## config.mk

```make
export PLATFORM = sky130hd
export DESIGN_NAME = orbit_camera_eye_position_core
export DESIGN_NICKNAME = d
export VERILOG_FILES = /design/src/hw/rtl/oce_pkg.sv /design/src/hw/rtl/oce_mul.sv /design/src/hw/rtl/oce_cordic.sv /design/src/hw/rtl/orbit_camera_eye_position_core.sv
export SDC_FILE = /design/constraint.sdc
export NUM_CORES = 2
export LEC_CHECK = 0
export BUFFER_PORTS_ARGS = -buffer_cell sky130_fd_sc_hd__buf_2
export CAP_MARGIN = 40
export CORE_MARGIN = 10
export CORE_UTILIZATION = 47
export CTS_BUF_LIST = sky130_fd_sc_hd__clkbuf_16
export DETAILED_ROUTE_END_ITERATION = 10
export SLEW_MARGIN = 5
export SYNTH_ARGS = -nofsm -noshare
export SYNTH_HDL_FRONTEND = slang
export SYNTH_SLANG_ARGS = --single-unit
```

## constraint.sdc

```tcl
create_clock -name clock -period 29.5 [get_ports clock]
set_clock_uncertainty 0.2 [all_clocks]
set_input_delay 2.95 -clock clock [delete_from_list [all_inputs] [get_ports clock]]
set_output_delay 2.95 -clock clock [all_outputs]
set_load 0.005 [all_outputs]
```

## src/hw/rtl/oce_pkg.sv

```systemverilog
// ----------------------------------------------------------------------------
// Orbit camera eye position: shared package
// Types, constants and helper functions used by the orbit camera core.
// ----------------------------------------------------------------------------
`timescale 1ns / 1ps

package oce_pkg;

   localparam int CORDIC_STEPS     = 16;
   localparam int CORDIC_STEPS_EFF = (CORDIC_STEPS > 24) ? 24 : CORDIC_STEPS;

   localparam int FULL_TURN    = 46080;
   localparam int HALF_TURN    = 23040;
   localparam int QUARTER_TURN = 11520;
   localparam int ELEV_LIMIT   = 11392;
   localparam int DIST_MIN     = 512;
   localparam int DIST_MAX     = 10240;
   localparam int AZ_RESET     = 5760;
   localparam int EL_RESET     = 3200;
   localparam int DIST_RESET   = 2560;
   localparam int CORDIC_GAIN  = 652032874;

   typedef enum logic [1:0] {
      CMD_ORBIT = 2'd0,
      CMD_ZOOM  = 2'd1,
      CMD_MOVE  = 2'd2,
      CMD_RESET = 2'd3
   } cmd_type;

   typedef enum logic [4:0] {
      ST_IDLE,
      ST_UPDATE,
      ST_AZ_START,
      ST_AZ_WAIT,
      ST_MV0,
      ST_MV1,
      ST_MV2,
      ST_MV3,
      ST_MV4,
      ST_EL_START,
      ST_EL_WAIT,
      ST_F0,
      ST_F1,
      ST_F2,
      ST_F3,
      ST_F4,
      ST_DONE
   } state_type;

   typedef struct packed {
      logic               start;
      logic signed [16:0] angle;
   } cordic_req_type;

   typedef struct packed {
      logic               done;
      logic signed [31:0] sin;
      logic signed [31:0] cos;
   } cordic_rsp_type;

   // atan(2^-i) in units of 2^-20 degree.
   function automatic logic [25:0] atan_lookup(input logic [4:0] idx);
      logic [25:0] v;
      case (idx)
         5'd0:    v = 26'd47185920;
         5'd1:    v = 26'd27855475;
         5'd2:    v = 26'd14718068;
         5'd3:    v = 26'd7471121;
         5'd4:    v = 26'd3750058;
         5'd5:    v = 26'd1876857;
         5'd6:    v = 26'd938658;
         5'd7:    v = 26'd469357;
         5'd8:    v = 26'd234682;
         5'd9:    v = 26'd117342;
         5'd10:   v = 26'd58671;
         5'd11:   v = 26'd29335;
         5'd12:   v = 26'd14668;
         5'd13:   v = 26'd7334;
         5'd14:   v = 26'd3667;
         5'd15:   v = 26'd1833;
         5'd16:   v = 26'd917;
         5'd17:   v = 26'd458;
         5'd18:   v = 26'd229;
         5'd19:   v = 26'd115;
         5'd20:   v = 26'd57;
         5'd21:   v = 26'd29;
         5'd22:   v = 26'd14;
         5'd23:   v = 26'd7;
         default: v = 26'd0;
      endcase
      return v;
   endfunction

   function automatic logic signed [23:0] sat24(input logic signed [63:0] v);
      logic signed [23:0] r;
      if (v > 64'sd8388607) begin
         r = 24'sh7FFFFF;
      end else if (v < -64'sd8388608) begin
         r = 24'sh800000;
      end else begin
         r = v[23:0];
      end
      return r;
   endfunction

endpackage

```

## src/hw/rtl/oce_mul.sv

```systemverilog
// ----------------------------------------------------------------------------
// Orbit camera: shared multiplier
// Signed 32 by 32 multiplier with a registered product, shared by all multiply steps of the core.
// ----------------------------------------------------------------------------
`timescale 1ns / 1ps

module oce_mul (
   input  logic               clock,
   input  logic signed [31:0] op_a,
   input  logic signed [31:0] op_b,
   output logic signed [63:0] product
);

   logic signed [63:0] product_ff;
   logic signed [63:0] product_in;

   assign product_in = op_a * op_b;
   assign product    = product_ff;

   always_ff @(posedge clock) begin
      product_ff <= product_in;
   end

endmodule

```

## src/hw/rtl/oce_cordic.sv

```systemverilog
// ----------------------------------------------------------------------------
// Orbit camera: iterative CORDIC
// Rotation-mode CORDIC giving sine and cosine in Q2.30, one step per cycle.
// ----------------------------------------------------------------------------
`timescale 1ns / 1ps

module oce_cordic (
   input  logic                   clock,
   input  logic                   reset,
   input  oce_pkg::cordic_req_type req,
   output oce_pkg::cordic_rsp_type rsp
);

   import oce_pkg::*;

   logic               busy_ff, busy_in;
   logic               done_ff, done_in;
   logic               flip_ff, flip_in;
   logic [4:0]         step_ff, step_in;
   logic signed [31:0] x_ff, x_in;
   logic signed [31:0] y_ff, y_in;
   logic signed [31:0] z_ff, z_in;
   logic signed [31:0] sin_ff, sin_in;
   logic signed [31:0] cos_ff, cos_in;

   logic signed [17:0] a0, a1;
   logic               flip0;
   logic signed [31:0] xs, ys, xn, yn, zn, at;

   always_comb begin
      a0    = {req.angle[16], req.angle};
      flip0 = 1'b0;
      if (a0 >= 18'(HALF_TURN)) begin
         a0 = a0 - 18'(FULL_TURN);
      end
      if (a0 < -18'sd23040) begin
         a0 = a0 + 18'(FULL_TURN);
      end
      a1 = a0;
      if (a0 > 18'(QUARTER_TURN)) begin
         a1    = a0 - 18'(HALF_TURN);
         flip0 = 1'b1;
      end else if (a0 < -18'sd11520) begin
         a1    = a0 + 18'(HALF_TURN);
         flip0 = 1'b1;
      end
   end

   always_comb begin
      xs = x_ff >>> step_ff;
      ys = y_ff >>> step_ff;
      at = {6'b0, atan_lookup(step_ff)};
      if (!z_ff[31]) begin
         xn = x_ff - ys;
         yn = y_ff + xs;
         zn = z_ff - at;
      end else begin
         xn = x_ff + ys;
         yn = y_ff - xs;
         zn = z_ff + at;
      end
   end

   always_comb begin
      busy_in = busy_ff;
      done_in = 1'b0;
      flip_in = flip_ff;
      step_in = step_ff;
      x_in    = x_ff;
      y_in    = y_ff;
      z_in    = z_ff;
      sin_in  = sin_ff;
      cos_in  = cos_ff;
      if (req.start) begin
         busy_in = 1'b1;
         flip_in = flip0;
         step_in = 5'd0;
         x_in    = 32'(CORDIC_GAIN);
         y_in    = 32'sd0;
         z_in    = {{14{a1[17]}}, a1} <<< 13;
      end else if (busy_ff) begin
         x_in    = xn;
         y_in    = yn;
         z_in    = zn;
         step_in = step_ff + 5'd1;
         if (step_ff == 5'(CORDIC_STEPS_EFF - 1)) begin
            busy_in = 1'b0;
            done_in = 1'b1;
            sin_in  = flip_ff ? -yn : yn;
            cos_in  = flip_ff ? -xn : xn;
         end
      end
   end

   always_ff @(posedge clock) begin
      if (reset) begin
         busy_ff <= 1'b0;
         done_ff <= 1'b0;
      end else begin
         busy_ff <= busy_in;
         done_ff <= done_in;
      end
      flip_ff <= flip_in;
      step_ff <= step_in;
      x_ff    <= x_in;
      y_ff    <= y_in;
      z_ff    <= z_in;
      sin_ff  <= sin_in;
      cos_ff  <= cos_in;
   end

   assign rsp.done = done_ff;
   assign rsp.sin  = sin_ff;
   assign rsp.cos  = cos_ff;

endmodule

```

## src/hw/rtl/orbit_camera_eye_position_core.sv

```systemverilog
// ----------------------------------------------------------------------------
// Orbit camera eye position core
// Keeps the orbit camera state and returns the eye position after each request.
// ----------------------------------------------------------------------------
// Each request on the req_ channel carries a command in req_tuser (orbit, zoom,
// move or reset) and its operands in req_tdata. The block updates azimuth,
// elevation, distance and target, then returns one response on the rsp_
// channel holding the eye position and the current target, all Q16.8.
// Each request takes two CORDIC runs of 16 steps each on the single CORDIC
// unit plus four or eight passes (eight for a move) through the one shared
// multiplier; the next request is not accepted until the response is loaded.
// req_tready is high only while the sequencer is idle.
// The response is held in an output register; a stalled receiver holds the
// finished response and the sequencer waits before loading the next one.
// Synchronous reset restores 45 degrees azimuth, 25 degrees elevation,
// distance 10.0 and a zero target, and drops any pending response.
// ----------------------------------------------------------------------------
`timescale 1ns / 1ps

module orbit_camera_eye_position_core (
   input  logic          clock,
   input  logic          reset,
   input  logic          req_tvalid,
   output logic          req_tready,
   // delta_azimuth, delta_elevation, zoom_step, move_forward, move_right, pad
   input  logic [79:0]   req_tdata,
   // command
   input  logic [1:0]    req_tuser,
   output logic          rsp_tvalid,
   input  logic          rsp_tready,
   // eye_x, eye_y, eye_z, look_x, look_z
   output logic [119:0]  rsp_tdata
);

   import oce_pkg::*;

   state_type state_ff, state_in;

   cmd_type            cmd_ff, cmd_in;
   logic signed [15:0] da_ff, da_in;
   logic signed [15:0] de_ff, de_in;
   logic signed [14:0] zs_ff, zs_in;
   logic signed [15:0] mf_ff, mf_in;
   logic signed [15:0] mr_ff, mr_in;

   logic [15:0]        az_ff, az_in;
   logic signed [14:0] el_ff, el_in;
   logic [13:0]        dist_ff, dist_in;
   logic signed [23:0] tx_ff, tx_in;
   logic signed [23:0] tz_ff, tz_in;

   logic signed [31:0] sa_ff, sa_in;
   logic signed [31:0] ca_ff, ca_in;
   logic signed [31:0] se_ff, se_in;
   logic signed [31:0] ce_ff, ce_in;
   logic signed [49:0] acc_ff, acc_in;
   logic signed [29:0] h_ff, h_in;
   logic signed [23:0] ex_ff, ex_in;
   logic signed [23:0] ey_ff, ey_in;
   logic signed [23:0] ez_ff, ez_in;

   logic               rsp_valid_ff, rsp_valid_in;
   logic [119:0]       rsp_data_ff, rsp_data_in;

   logic signed [31:0] mul_a, mul_b;
   logic signed [63:0] product;
   cordic_req_type     cordic_req;
   cordic_rsp_type     cordic_rsp;

   logic signed [17:0] az_sum;
   logic signed [16:0] el_sum;
   logic signed [16:0] dist_sum;
   logic signed [49:0] mv_sum;
   logic signed [63:0] rnd;
   logic               req_fire, load_rsp;

   assign req_fire   = req_tvalid && req_tready;
   assign load_rsp   = (state_ff == ST_DONE) && (!rsp_valid_ff || rsp_tready);
   assign req_tready = (state_ff == ST_IDLE);
   assign rsp_tvalid = rsp_valid_ff;
   assign rsp_tdata  = rsp_data_ff;

   oce_mul u_mul (
      .clock   (clock),
      .op_a    (mul_a),
      .op_b    (mul_b),
      .product (product)
   );

   oce_cordic u_cordic (
      .clock (clock),
      .reset (reset),
      .req   (cordic_req),
      .rsp   (cordic_rsp)
   );

   always_comb begin
      state_in = state_ff;
      case (state_ff)
         ST_IDLE:     if (req_fire) begin state_in = ST_UPDATE; end
         ST_UPDATE:   state_in = ST_AZ_START;
         ST_AZ_START: state_in = ST_AZ_WAIT;
         ST_AZ_WAIT: begin
            if (cordic_rsp.done) begin
               state_in = (cmd_ff == CMD_MOVE) ? ST_MV0 : ST_EL_START;
            end
         end
         ST_MV0:      state_in = ST_MV1;
         ST_MV1:      state_in = ST_MV2;
         ST_MV2:      state_in = ST_MV3;
         ST_MV3:      state_in = ST_MV4;
         ST_MV4:      state_in = ST_EL_START;
         ST_EL_START: state_in = ST_EL_WAIT;
         ST_EL_WAIT:  if (cordic_rsp.done) begin state_in = ST_F0; end
         ST_F0:       state_in = ST_F1;
         ST_F1:       state_in = ST_F2;
         ST_F2:       state_in = ST_F3;
         ST_F3:       state_in = ST_F4;
         ST_F4:       state_in = ST_DONE;
         ST_DONE:     if (load_rsp) begin state_in = ST_IDLE; end
         default:     state_in = ST_IDLE;
      endcase
   end

   always_comb begin
      cordic_req.start = 1'b0;
      cordic_req.angle = {1'b0, az_ff};
      mul_a            = 32'sd0;
      mul_b            = 32'sd0;
      case (state_ff)
         ST_AZ_START: cordic_req.start = 1'b1;
         ST_EL_START: begin
            cordic_req.start = 1'b1;
            cordic_req.angle = {{2{el_ff[14]}}, el_ff};
         end
         ST_MV0: begin mul_a = {{16{mf_ff[15]}}, mf_ff}; mul_b = sa_ff; end
         ST_MV1: begin mul_a = {{16{mr_ff[15]}}, mr_ff}; mul_b = ca_ff; end
         ST_MV2: begin mul_a = {{16{mf_ff[15]}}, mf_ff}; mul_b = ca_ff; end
         ST_MV3: begin mul_a = {{16{mr_ff[15]}}, mr_ff}; mul_b = sa_ff; end
         ST_F0:  begin mul_a = {18'b0, dist_ff}; mul_b = ce_ff; end
         ST_F1:  begin mul_a = {18'b0, dist_ff}; mul_b = se_ff; end
         ST_F2:  begin mul_a = {{2{h_in[29]}}, h_in}; mul_b = sa_ff; end
         ST_F3:  begin mul_a = {{2{h_ff[29]}}, h_ff}; mul_b = ca_ff; end
         default: begin
            mul_a = 32'sd0;
            mul_b = 32'sd0;
         end
      endcase
   end

   always_comb begin
      cmd_in  = cmd_ff;
      da_in   = da_ff;
      de_in   = de_ff;
      zs_in   = zs_ff;
      mf_in   = mf_ff;
      mr_in   = mr_ff;
      az_in   = az_ff;
      el_in   = el_ff;
      dist_in = dist_ff;
      tx_in   = tx_ff;
      tz_in   = tz_ff;
      sa_in   = sa_ff;
      ca_in   = ca_ff;
      se_in   = se_ff;
      ce_in   = ce_ff;
      acc_in  = acc_ff;
      h_in    = h_ff;
      ex_in   = ex_ff;
      ey_in   = ey_ff;
      ez_in   = ez_ff;
      rnd     = 64'sd0;
      rsp_data_in  = rsp_data_ff;
      rsp_valid_in = rsp_valid_ff && !rsp_tready;

      az_sum   = $signed({2'b0, az_ff}) + {{2{da_ff[15]}}, da_ff};
      el_sum   = {{2{el_ff[14]}}, el_ff} + {de_ff[15], de_ff};
      dist_sum = $signed({3'b0, dist_ff}) - {{2{zs_ff[14]}}, zs_ff};
      mv_sum   = 50'sd0;

      case (state_ff)
         ST_IDLE: begin
            if (req_fire) begin
               cmd_in = cmd_type'(req_tuser);
               da_in  = req_tdata[15:0];
               de_in  = req_tdata[31:16];
               zs_in  = req_tdata[46:32];
               mf_in  = req_tdata[62:47];
               mr_in  = req_tdata[78:63];
            end
         end
         ST_UPDATE: begin
            case (cmd_ff)
               CMD_ORBIT: begin
                  if (az_sum < 18'sd0) begin
                     az_sum = az_sum + 18'(FULL_TURN);
                  end
                  if (az_sum >= 18'(FULL_TURN)) begin
                     az_sum = az_sum - 18'(FULL_TURN);
                  end
                  az_in = az_sum[15:0];
                  if (el_sum > 17'(ELEV_LIMIT)) begin
                     el_in = 15'(ELEV_LIMIT);
                  end else if (el_sum < -17'sd11392) begin
                     el_in = -15'sd11392;
                  end else begin
                     el_in = el_sum[14:0];
                  end
               end
               CMD_ZOOM: begin
                  if (dist_sum < 17'(DIST_MIN)) begin
                     dist_in = 14'(DIST_MIN);
                  end else if (dist_sum > 17'(DIST_MAX)) begin
                     dist_in = 14'(DIST_MAX);
                  end else begin
                     dist_in = dist_sum[13:0];
                  end
               end
               CMD_RESET: begin
                  az_in   = 16'(AZ_RESET);
                  el_in   = 15'(EL_RESET);
                  dist_in = 14'(DIST_RESET);
                  tx_in   = 24'sd0;
                  tz_in   = 24'sd0;
               end
               default: begin
                  az_in = az_ff;
               end
            endcase
         end
         ST_AZ_WAIT: begin
            if (cordic_rsp.done) begin
               sa_in = cordic_rsp.sin;
               ca_in = cordic_rsp.cos;
            end
         end
         ST_EL_WAIT: begin
            if (cordic_rsp.done) begin
               se_in = cordic_rsp.sin;
               ce_in = cordic_rsp.cos;
            end
         end
         ST_MV1: acc_in = -product[49:0];
         ST_MV2: begin
            mv_sum = acc_ff + product[49:0];
            rnd    = ($signed({{14{mv_sum[49]}}, mv_sum}) + (64'sd1 <<< 29)) >>> 30;
            tx_in  = sat24({{40{tx_ff[23]}}, tx_ff} + rnd);
         end
         ST_MV3: acc_in = -product[49:0];
         ST_MV4: begin
            mv_sum = acc_ff - product[49:0];
            rnd    = ($signed({{14{mv_sum[49]}}, mv_sum}) + (64'sd1 <<< 29)) >>> 30;
            tz_in  = sat24({{40{tz_ff[23]}}, tz_ff} + rnd);
         end
         ST_F1: begin
            rnd  = (product + (64'sd1 <<< 14)) >>> 15;
            h_in = rnd[29:0];
         end
         ST_F2: begin
            rnd   = (product + (64'sd1 <<< 29)) >>> 30;
            ey_in = sat24(rnd);
         end
         ST_F3: begin
            rnd   = (product + (64'sd1 <<< 44)) >>> 45;
            ex_in = sat24({{40{tx_ff[23]}}, tx_ff} + rnd);
         end
         ST_F4: begin
            rnd   = (product + (64'sd1 <<< 44)) >>> 45;
            ez_in = sat24({{40{tz_ff[23]}}, tz_ff} + rnd);
         end
         ST_DONE: begin
            if (load_rsp) begin
               rsp_valid_in = 1'b1;
               rsp_data_in  = {tz_ff, tx_ff, ez_ff, ey_ff, ex_ff};
            end
         end
         default: begin
            acc_in = acc_ff;
         end
      endcase
   end

   always_ff @(posedge clock) begin
      if (reset) begin
         state_ff     <= ST_IDLE;
         rsp_valid_ff <= 1'b0;
         az_ff        <= 16'(AZ_RESET);
         el_ff        <= 15'(EL_RESET);
         dist_ff      <= 14'(DIST_RESET);
         tx_ff        <= 24'sd0;
         tz_ff        <= 24'sd0;
      end else begin
         state_ff     <= state_in;
         rsp_valid_ff <= rsp_valid_in;
         az_ff        <= az_in;
         el_ff        <= el_in;
         dist_ff      <= dist_in;
         tx_ff        <= tx_in;
         tz_ff        <= tz_in;
      end
      cmd_ff      <= cmd_in;
      da_ff       <= da_in;
      de_ff       <= de_in;
      zs_ff       <= zs_in;
      mf_ff       <= mf_in;
      mr_ff       <= mr_in;
      sa_ff       <= sa_in;
      ca_ff       <= ca_in;
      se_ff       <= se_in;
      ce_ff       <= ce_in;
      acc_ff      <= acc_in;
      h_ff        <= h_in;
      ex_ff       <= ex_in;
      ey_ff       <= ey_in;
      ez_ff       <= ez_in;
      rsp_data_ff <= rsp_data_in;
   end

endmodule

```

**Word-level counts from Yosys, hierarchy flattened**

Memory sizes are Yosys's and may differ from the RTL's. A register that Yosys moved wholly into a read port is not among the register bits.
Index checks and enable logic that the tools add are counted.

- Memory bits (read-only): 832
- Logic and storage cells: 197
- Memories: 1
- Output and inout bits: 122
- Input port bits: 86
- Bits in registers: 812

Memory list:

| memory | words | width | rd ports | clocked after Yosys merged registers in | wr ports | line | text |
|---|---|---|---|---|---|---|---|
| (name not given) | 32 | 26 | 1 | 1 | 0 | oce_pkg.sv:64 | `case (idx)` |

- Order comparisons: 20
- Bitwise operators: 2
- Equal/unequal tests: 25
- Reductions and logical operators: 30
- $mul: 1
- Muxes and demuxes: 52
- $add $sub $neg: 30
- Shifts and indexed selects: 2

Operator list:

| operator | count |
|---|---|
| 32-bit two-way mux | 7 |
| 24-bit two-way mux | 8 |
| 32-bit one-hot mux with 5 select lines | 1 |
| 32-bit one-hot mux with 4 select lines | 1 |
| 18-bit two-way mux | 7 |
| 50-bit by 31-bit adder with 51-bit output, second input constant | 2 |
| 25-bit by 24-bit > comparator with 1-bit output, second input constant | 4 |
| 25-bit by 24-bit < comparator with 1-bit output, second input constant | 4 |
| 24-bit one-hot mux with 2 select lines | 2 |
| 5-bit one-hot mux with 17 select lines | 1 |
| 32-bit adder | 2 |
| 64-bit by 31-bit adder with 64-bit output, second input constant | 1 |
| 64-bit by 46-bit adder with 64-bit output, second input constant | 1 |
| 32-bit by 32-bit multiplier with 64-bit output | 1 |
| 32-bit negation | 2 |
| 32-bit by 5-bit >>> shifter with 32-bit output | 2 |
| 32-bit subtractor | 2 |
| 24-bit by 19-bit adder with 25-bit output | 2 |
| 24-bit by 21-bit adder with 25-bit output | 2 |
| 50-bit adder | 1 |
| 50-bit negation | 1 |
| 50-bit subtractor | 1 |
| 45-bit by 16-bit adder with 45-bit output, second input constant | 1 |
| 5-bit by 4-bit == test with 1-bit output, second input constant | 9 |
| 54 further kinds | 97 |

**Depth between registers and ports, before layout**

- Depth after elaboration: 10
- Gate-level depth with buffers: 42
- Gate-level depth less buffers: 37

**By module**

From an unflattened synthesis, not the netlist that was laid out.

- Cell total of the unflattened synthesis: 9892
- Area total of the unflattened synthesis: 93374.6 µm²

Modules (own cells, without submodules):

| module | cells an instance | instances | area an instance (µm²) |
|---|---|---|---|
| oce_mul | 4124 | 1 | 38150.3 |
| orbit_camera_eye_position_core | 3402 | 1 | 34834.7 |
| oce_cordic | 2366 | 1 | 20389.6 |

**Worst setup path after synthesis**

Ideal clock, no wire load.

- Path type: flip-flop to flip-flop
- Start: register state_ff[2]
- End: register u_mul.product_ff[54], in the netlist u_mul.product[54]
- Arrival: 10.595 ns
- Setup slack: 18.589 ns
- Stages on the path, launching flop included: 38
- Data required time: 29.184 ns
- Path buffers: 4
- Period minus slack after synthesis: 10.911 ns
- Cells stage by stage: dfxtp_1 clkbuf_1 nand2b_1 nor2_1 and2_0 clkbuf_1 clkbuf_1 a22o_1 a221oi_1 nand2b_1 clkbuf_1 nand2_1 fa_1 inv_1 fa_1 inv_1 fa_1 fa_1 [... 2 more ...] ha_1 inv_1 fa_1 inv_1 fa_1 ha_1 a21o_1 a21o_1 a22o_1 a211oi_1 o21ai_0 a31oi_1 o21ai_1 a21o_1 a41o_1 a31o_2 or4_1 o211a_1

- Word-level cells in the longest chain between the ends: 4
- Elaborated cells between the ends (all ways): 17
- Classes of those cells: mul: 1; eq/ne: 8; mux: 3; reduce/logical: 5

Ends and longest elaborated chain:

| item | line | text |
|---|---|---|
| from (decl) | orbit_camera_eye_position_core.sv:37 | `state_type state_ff, state_in;` |
| from (signal assigned) | orbit_camera_eye_position_core.sv:293 | `state_ff <= state_in;` |
| 5-bit by 4-bit == test with 1-bit output, or another cell as far along | orbit_camera_eye_position_core.sv:130 | `case (state_ff)` |
| 3-bit OR reduction (no source line), or another cell as far along | n/a |  |
| 32-bit one-hot mux with 4 select lines / 32-bit one-hot mux with 5 select lines (equally long branches) | orbit_camera_eye_position_core.sv:130 |  |
| 32-bit by 32-bit multiplier with 64-bit output (*) | oce_mul.sv:17 | `assign product_in = op_a * op_b;` |
| net u_mul.product_in[54] | oce_mul.sv:15 | `logic signed [63:0] product_in;` |
| to (signal assigned) | oce_mul.sv:21 | `product_ff <= product_in;` |
| to (decl) | oce_mul.sv:14 | `logic signed [63:0] product_ff;` |

The timed path passes the listed nets; every way through them passes the cells marked *.
A chain may end at the register's enable or synchronous reset.

**Worst setup path in the final report**

- Start: register state_ff[2]
- End: register u_mul.product_ff[59], in the netlist u_mul.product[59]

Same word-level chain as after synthesis.

==> impl_metrics.yaml <==
outcome:
  status: "finished clean"
global_routing:
  antenna_found_initial: 7
  grt_pass1_wl_mm: 406
  track_usage_pct: 25.1
  first_global_vias: 69900
  overflow: 0
  grt_start_max_net_pins: 73
yosys:
  seq_area_frac_synth_pct: 24.9
  synth_nets: 11100
  synth_edf_count: 535
  synth_top_area_share_pct: 23.6
  synth_cell_type_count: 119
  ys_ff_latch: 838
  syn-cell-area_um2: 88800
  yosysWarnings: 0
  synthTopCellsByCount: "inv_1, nor2_1, fa_1"
  synth_area_leaders: "fa_1, edfxtp_1, ha_1, dfxtp_1, inv_1"
  synth_area_leader_cell: "fa_1"
  netlist_instances: 9404
  synth_area_per_cell_um2: 9.44
  async_flop_share_pct: 0
  synth_most_common_cell: "inv_1"
  ys.flop_type: "edfxtp_1"
critical_path:
  crit_buf_inv: 9
  crit_family: "adder cells"
  crit_slowest_cell: "fa_1"
  worstPathMaxFanout: 61
  cp-end-kind: "register"
  crit_required_ns: 29.99
  crit_path_start_kind: "register"
  criticalPathCategory: "reg -> reg"
  crit_top_cell: "fa_1"
  cp.arrival_ns: 12.32
  max_stage_delay_ns: 0.97
clock_network:
  clockBufferDepth: 3
  htree_num_levels: 3
  cts_buffers: 96
  clk_pin_slew_ns: 0.06
  clk_latency_ns: 0.79
  holdBufCountCts: 0
  cts-resized-gates: 0
  cts.sinks: 838
  cts_tree: "built"
  cts_root_buf: "clkbuf_16"
  post-cts-setup-buffer-count: 0
sta:
  holdWs_ns: 0.210
  finalCritPeriodShare_pct: 40.1
  min_period_ns: 11.83
  fmax_mhz: 84.5
  slew_headroom_pct: 21.7
  worstMarginPinSlew_ns: 1.17
  hold_viol: 0
  fin_ws_ns: 17.67
  setup_viol: 0
  tns_ns: 0
  slew_violations: 0
  rsz0062_at_grt: "false"
placed_design:
  gp_congestion: 0.951
  io_buffer_count: 206
  hpwl_mm: 210
  dp_slack_ns: 17.34
floorplan:
  dieArea_um2: 207000
  start_util_pct: 47.3
  ios: 208
  die_w_um: 455
  std_cell_rows: 159
  die_y_um: 455
  core_region_area_um2: 188000
detailed_routing:
  ant_nets: 0
  via_count: 68600
  met2_length_mm: 124
  drc: 0
  vias_per_cell: 5.70
  met1Wirelength_mm: 109
  drtPass1Iterations: 6
  wl_met3_mm: 16.6
  drtIter0Drc: 5012
  wl_per_cell_um: 21.8
  drt-total-wl_mm: 262
  highest_layer: "met5"
final_layout:
  drive_gt1_share_pct: 8.54
  fin_nets: 11100
  syn_to_final_growth_pct: 8.52
  final_core_util_pct: 51.3
flow_run:
  drv_cap: 0
power:
  leakage_nw: 42.9
  p_per_area_nw_per_um2: 73.0
  irDropWorstVdd_v: 0.000139
min_path:
  hold_path.class: "reg -> reg"
==> area by class of cell <==
cell class	count	area, um2
clock inverters	82	943
inverters	1335	5010
multi-input cells	6835	60400
diodes	4	10.0
fillers	17400	91500
well taps	2495	3120
clock buffers	98	2450
repair buffers	354	2270
flip-flops and latches	838	22100
==> per-layer routing <==
| layer | vias up | global-route usage [%] |
|---|---|---|
| met5 | - | 0 |
| met4 | 8 | 10.9 |
| met3 | 529 | 3.59 |
| met2 | 2207 | 42.1 |
| met1 | 34200 | 32.3 |
| li1 | 31600 | - |
==> final timing paths <==
path                                 start  slack (ns)  cells past startpoint                        end
setup / recovery  state_ff[2]$_SDFFE_PP0P_       17.67                     31  u_mul.product[59]$_DFF_P_
hold / removal     ez_ff[15]$_SDFFCE_PN1P_        0.21                      0    rsp_tdata[63]$_DFFE_PP_
setup reg to reg  state_ff[2]$_SDFFE_PP0P_       17.67                     31  u_mul.product[59]$_DFF_P_
hold reg to reg    ez_ff[15]$_SDFFCE_PN1P_        0.21                      0    rsp_tdata[63]$_DFFE_PP_
==> flip-flops by register name, summed over array words and instances (netlist names), 26 cells and up <==
register / count
rsp_tdata: 120
u_cordic.sin_ff: 32
ca_ff: 32
u_mul.product: 64
se_ff: 32
u_cordic.y_ff: 32
sa_ff: 32
acc_ff: 50
ce_ff: 32
h_ff: 30
u_cordic.cos_ff: 32
u_cordic.z_ff: 32
u_cordic.x_ff: 32
u_cordic.at: 26
==> metrics by stage <==
stage                     std cells  total power [mW]  cell area, um2
final                         12000              7.03           96300
after global routing          12000              7.54           96300
after CTS                     12000              7.03           96300
after detailed placement      11900              5.74           92900
after global placement        11800              5.65           92600
after floorplan                9404              4.72           88800
==> kinds of logic (layout without fill, tap and decap cells) <==
family	count (synthesis)	in the layout	share of synthesized area (%)
and+or+nand+nor	2738	2738	14.0
buffers and inverters	1731	1869	7.39
AOI/OAI and AO/OA	1686	1686	12.7
muxes	222	222	3.78
DFF	838	838	24.9
xor gates and xnor gates	588	588	5.81
other	0	4	0
adders and majority gates	1601	1601	31.4
==> power by group <==
| part | total [mW] | internal (mW) | switching [mW] |
|---|---|---|---|
| sequential | 1.60 | 1.48 | 0.126 |
| clock | 1.26 | 0.710 | 0.547 |
| combinational | 4.17 | 1.65 | 2.52 |
| total | 7.03 | 3.84 | 3.19 |
==> layout by cell type, fill, tap and decap left out, drive strengths merged, types with 58 or more instances in the layout <==
| cell type | count |
|---|---|
| inv | 1348 |
| nor2 | 1106 |
| fa | 1046 |
| nand2 | 770 |
| ha | 550 |
| edfxtp | 535 |
| a21oi | 468 |
| xnor2 | 407 |
| buf | 354 |
| o21ai | 311 |
| dfxtp | 303 |
| xor2 | 181 |
| a21o | 155 |
| nor3 | 145 |
| nand3 | 110 |
| nand2b | 103 |
| clkbuf | 98 |
| mux2i | 96 |
| mux4 | 83 |
| and2 | 74 |
| nor2b | 69 |
| o21a | 65 |
| a31oi | 65 |
| or3 | 64 |
| a22o | 58 |
(Power assumes the default switching activity.)
